<file path="config.mk">
export PLATFORM = sky130hd
export DESIGN_NAME = swa_front
export DESIGN_NICKNAME = d
export VERILOG_FILES = /design/src/hw/rtl/swa_pkg.sv /design/src/hw/rtl/swa_front.sv
export SDC_FILE = /design/constraint.sdc
export NUM_CORES = 1
export LEC_CHECK = 0
export BUFFER_PORTS_ARGS = -buffer_cell sky130_fd_sc_hd__clkbuf_2
export CORE_UTILIZATION = 41
export DETAILED_ROUTE_END_ITERATION = 16
export PLACE_DENSITY = 0.67
export SLEW_MARGIN = 10
export SYNTH_ARGS = -nofsm -noshare
export SYNTH_HDL_FRONTEND = slang
export SYNTH_SLANG_ARGS = --single-unit
</file>
<file path="constraint.sdc">
create_clock -name i_clk -period 2.6 [get_ports i_clk]
set_input_delay 0.52 -clock i_clk [delete_from_list [all_inputs] [get_ports i_clk]]
set_output_delay 0.52 -clock i_clk [all_outputs]
set_load 0.02 [all_outputs]
</file>
<file path="src/hw/rtl/swa_pkg.sv">
// Shared types, constants and codes for the segmented waveform averager.
// Depends on nothing; swa_front, swa_back and the top level import it.
package swa_pkg;

    // Sum store geometry. The depth is a power of two, so store addresses
    // wrap by dropping the upper bits.
    localparam int STORE_DEPTH  = 65536;
    localparam int ADDR_W       = $clog2(STORE_DEPTH);
    localparam int EXT_W        = ADDR_W + 17;
    localparam int SAMPLE_WIDTH = 16;
    localparam int SUM_W        = 32;

    localparam logic [ADDR_W-1:0] ADDR_LAST = ADDR_W'(STORE_DEPTH - 1);
    localparam logic [EXT_W-1:0]  IDX_LIMIT = EXT_W'(STORE_DEPTH);

    localparam logic [SUM_W-1:0] SUM_MAX = 32'h7FFF_FFFF;
    localparam logic [SUM_W-1:0] SUM_MIN = 32'h8000_0000;

    // Opcodes on the input port.
    localparam logic [1:0] OP_ACC   = 2'd0;
    localparam logic [1:0] OP_READ  = 2'd1;
    localparam logic [1:0] OP_CLEAR = 2'd2;

    // Item kinds after decode in the front end.
    localparam logic [1:0] K_ACC   = 2'd0;
    localparam logic [1:0] K_READ  = 2'd1;
    localparam logic [1:0] K_CLEAR = 2'd2;
    localparam logic [1:0] K_NOP   = 2'd3;

    // Configuration register indexes.
    localparam logic [1:0] CFG_RECORD_LENGTH = 2'd0;
    localparam logic [1:0] CFG_NUM_SEGMENTS  = 2'd1;
    localparam logic [1:0] CFG_NUM_WAVEFORMS = 2'd2;
    localparam int         CFG_DATA_W        = 16;

    localparam logic [12:0] LEN_RESET  = 13'd1024;
    localparam logic [12:0] LEN_MAX    = 13'd4096;
    localparam logic [4:0]  SEGS_RESET = 5'd1;
    localparam logic [4:0]  SEGS_MAX   = 5'd16;
    localparam logic [15:0] WFMS_RESET = 16'd1;

    // Effective (clamped) configuration.
    typedef struct packed {
        logic [12:0] len;
        logic [4:0]  segs;
        logic [15:0] wfms;
    } t_cfg;

    // Decoded item handed from front to back.
    typedef struct packed {
        logic [1:0]              kind;
        logic [SAMPLE_WIDTH-1:0] smp;
        logic [ADDR_W-1:0]       raddr;
    } t_item;

    // One result item.
    typedef struct packed {
        logic [SUM_W-1:0] sum_value;
        logic             record_done;
        logic [31:0]      records_count;
        logic [31:0]      passes_count;
        logic             saturated;
    } t_result;

endpackage

</file>
<file path="src/hw/rtl/swa_front.sv">
// Front end: accepts input items, decodes them and queues them (two deep).
// Depends on swa_pkg.
module swa_front import swa_pkg::*; (
    input  logic                    i_clk,
    input  logic                    i_rst_n,
    input  logic                    i_push,
    output logic                    o_full,
    input  logic [1:0]              i_opcode,
    input  logic signed [15:0]      i_sample,
    input  logic [15:0]             i_read_index,
    input  logic                    i_busy,
    output logic                    o_valid,
    output t_item                   o_item,
    input  logic                    i_pop
);

    t_item            r_q [2];
    logic             r_wp, n_wp;
    logic             r_rp, n_rp;
    logic [1:0]       r_cnt, n_cnt;
    logic             accept;
    t_item            dec;
    logic [31:0]      raw32;
    logic [EXT_W-1:0] idx_ext;

    // Decode: an out-of-range read behaves like an unused opcode.
    always_comb begin
        raw32     = 32'($unsigned(i_sample));
        idx_ext   = EXT_W'(i_read_index);
        dec.smp   = raw32[SAMPLE_WIDTH-1:0];
        dec.raddr = idx_ext[ADDR_W-1:0];
        case (i_opcode)
            OP_ACC:   dec.kind = K_ACC;
            OP_READ:  dec.kind = (idx_ext < IDX_LIMIT) ? K_READ : K_NOP;
            OP_CLEAR: dec.kind = K_CLEAR;
            default:  dec.kind = K_NOP;
        endcase
    end

    assign o_full  = (r_cnt == 2'd2) || i_busy;
    assign accept  = i_push && !o_full;
    assign o_valid = (r_cnt != 2'd0);
    assign o_item  = r_q[r_rp];

    always_comb begin
        n_wp  = accept ? ~r_wp : r_wp;
        n_rp  = i_pop ? ~r_rp : r_rp;
        n_cnt = r_cnt + 2'(accept) - 2'(i_pop);
    end

    always_ff @(posedge i_clk) begin
        if (!i_rst_n) begin
            r_wp  <= 1'b0;
            r_rp  <= 1'b0;
            r_cnt <= 2'd0;
        end else begin
            r_wp  <= n_wp;
            r_rp  <= n_rp;
            r_cnt <= n_cnt;
        end
    end

    always_ff @(posedge i_clk) begin
        if (accept) begin
            r_q[r_wp] <= dec;
        end
    end

endmodule

</file>
==> flow_metrics.py <==
metrics = {
    "cts": {
        "cts_resized": 0,
        "htree_levels": 3,
        "post_cts_buffers": 0,
        "cts_made_buffers": 9,
        "clock-sinks": 73,
        "postCtsHoldBufs": 0,
        "clk_pin_slew_ns": 0.07,
        "clockBufferDepth": 2,
        "root_buffer": "clkbuf_8",
        "clock_latency_ns": 0.33,
        "cts_tree": "built",
    },
    "cells_and_area": {
        "final_cells": 301,
        "area_growth_pct": 21.02,
        "finalNetCount": 257,
        "drive_above_1_share_pct": 57.47,
        "antennaDiodeCount": 0,
    },
    "synthesis": {
        "yosysWarnings": 0,
        "syn_inst": 133,
        "yosysUniqueCellTypes": 18,
        "yosys.area.top_type": "edfxtp_1",
        "synth_area_leaders": "edfxtp_1 72%, mux2_4 16%, dfxtp_1 3.5%",
        "synth_top_cell_area_share_pct": 71.61,
        "async_reset_ff_share_pct": 0,
        "synth_edf_count": 68,
        "syn_area_sq_um": 2851,
        "yosys_register_bits": 73,
        "ys.flop_type": "edfxtp_1",
        "syn_avg_cell_area_sq_um": 21.44,
        "syn_nets": 174,
        "synth_seq_area_share_pct": 75.12,
    },
    "global_routing": {
        "busiest_layer": "met2",
        "antenna_found_initial": 0,
        "grtUsageTotal_pct": 12.56,
        "use_met1_pct": 15.87,
        "met2_usage_pct": 19.57,
        "grt_pass1_wl_microns": 6630,
        "use_met3_pct": 3.988,
        "first_global_vias": 1382,
        "grt_max_degree": 35,
        "overflow": 0,
    },
    "pwr": {
        "leakage_nw": 1.384,
        "p_total_w": 0.002518,
        "power_density_nw_per_um2": 729.7,
        "peakVddDrop_mv": 0.4192,
    },
    "detailed_routing": {
        "first_iter_violations": 52,
        "ant_nets": 0,
        "num_vias": 1390,
        "wl_per_cell_microns": 14.31,
        "routed_wl_microns": 4306,
        "drc": 0,
        "firstDrtPassIters": 3,
        "viasPerCell": 4.618,
    },
    "sta": {
        "rsz0062_at_grt": "false",
        "finalCritPeriodShare_pct": 78.34,
        "slew_headroom_pct": 68.41,
        "fin_crit_ns": 2.037,
        "worst_pin_slew_ns": 0.4738,
        "slew_violations": 0,
        "hold_viol": 0,
        "finClkSkew_ns": 0.003716,
        "fin_setup_tns_ns": 0,
        "fmaxAchievable_ghz": 0.4909,
        "setup_violations": 0,
    },
    "setup_path": {
        "cp_num_cells": 3,
        "end_kind": "output port",
        "crit_buf_inv": 2,
        "worstPathMaxFanout": 19,
        "crit_chain": "buf_4, mux2_2, clkbuf_2",
        "start_kind": "register",
        "rr_worst_depth": 8,
        "path_delay_family": "buffers and inverters",
        "slowest_stage": "mux2_2",
        "critical-path-max-stage-delay_ns": 0.39,
        "critPathArrivalTime_ns": 1.52,
        "worstSetupPathType": "register to output port",
        "cp.required_ns": 2.08,
    },
    "worst_hold_path": {
        "holdPathStages": 1,
        "hp-class": "input pin to register",
    },
    "placement": {
        "io_buffers": 74,
        "gp_congestion": 0.6776,
        "dp_hpwl_microns": 2787,
        "dp_cells": 285,
    },
    "floorplan": {
        "rows": 30,
        "die_w_microns": 85.40,
        "io_pins": 75,
        "die_h_microns": 85.40,
        "core_sq_um": 6756,
        "dieArea_sq_um": 7292,
        "initial_utilization_pct": 42.20,
    },
    "run_status": {
        "status": "complete, no violations",
    },
    "job": {
        "drv_cap": 0,
    },
}
## logic make-up after synthesis
kind of cell             share of synthesized area (%)
flip-flops                                       75.12
buffers and inverters                            3.028
XOR/XNOR                                        0.9216
multiplexers                                     17.73
adder cells (fa/ha/maj)                         0.8774
AND/OR/NAND/NOR                                  2.326
## cells in the final DEF, fill, tap and decap left out, types with 2 or more instances in the layout
cell,netlist,layout
clkbuf_8,0,10
xnor2_1,2,2
clkbuf_2,0,74
inv_1,2,2
dfxtp_1,5,4
nand2b_1,2,2
buf_4,0,4
nand2_1,2,2
nor2_4,0,2
ha_1,2,2
mux2_4,30,30
and2_1,4,4
clkbuf_1,2,5
mux2_2,4,4
edfxtp_1,68,68
## final timing paths
path / from / to / slack [ns]
worst max register to register: r_cnt[0] / r_cnt[1] / 0.77
worst max-delay path: register / o_item[33] / 0.56
worst min-delay path: i_read_index[13] / r_q[1][13] / 0.38
worst min register to register: r_wp / r_wp / 0.52
## state kept, by name, indices dropped and copies added, names as in the netlist, named ones only
register  flops
r_wp          1
r_cnt         2
r_rp          1
r_q          68
## worst register-to-register path: stages, from the launching register on
cell and delay [ns]:
dfxtp_1 0.35, nand2b_1 0.15, nand3b_1 0.25, ha_1 0.37, inv_1 0.03, ha_1 0.18, xnor2_1 0.13, xnor2_1 0.12
and2_1 0.14
## synthesized netlist by cell type (2+ instances only)
| library cell | n |
|---|---|
| dfxtp_1 | 5 |
| nor2_1 | 2 |
| and2_1 | 4 |
| mux2_4 | 30 |
| ha_1 | 2 |
| nand2b_1 | 2 |
| inv_1 | 2 |
| mux2_2 | 4 |
| edfxtp_1 | 68 |
| xnor2_1 | 2 |
| buf_12 | 3 |
| nand2_1 | 2 |
| clkbuf_1 | 2 |
## per-layer routing
layer  up-vias  share of wire, %  wire length (microns)
met5         -                 0                      0
met4         0               1.9                     83
met3         9               6.1                    263
met2        55                48                   2055
met1       657                44                   1904
li1        669                 -                      -
## final cells by class
type,count,area (sq um)
clock inverters,1,5.005
flip-flops and latches,73,2143
inverters,2,7.507
fillers,577,3306
multi-input cells,52,638.1
clock buffers,15,156.4
repair buffers,78,400.4
well taps,80,100.1
## power breakdown
group          switching [W]  internal [W]  total (W)
Clock               0.000362      0.000374   0.000735
Sequential         0.0000215       0.00136    0.00139
Combinational       0.000218      0.000180   0.000398
Total               0.000601       0.00192    0.00252
## through the flow
step,utilization [%],worst slack [ns],cell area [sq um],hold slack [ns]
floorplan,-,-0.03006,2851,0.4514
global placement,48.69,0.6142,3289,0.4973
detailed placement,48.69,0.5838,3289,0.5092
CTS,51.07,0.5127,3451,0.3634
global route,51.07,0.4925,3451,0.3684
finish,51.07,0.5631,3451,0.3806
Note: power is estimated with default switching activity, not from simulation.
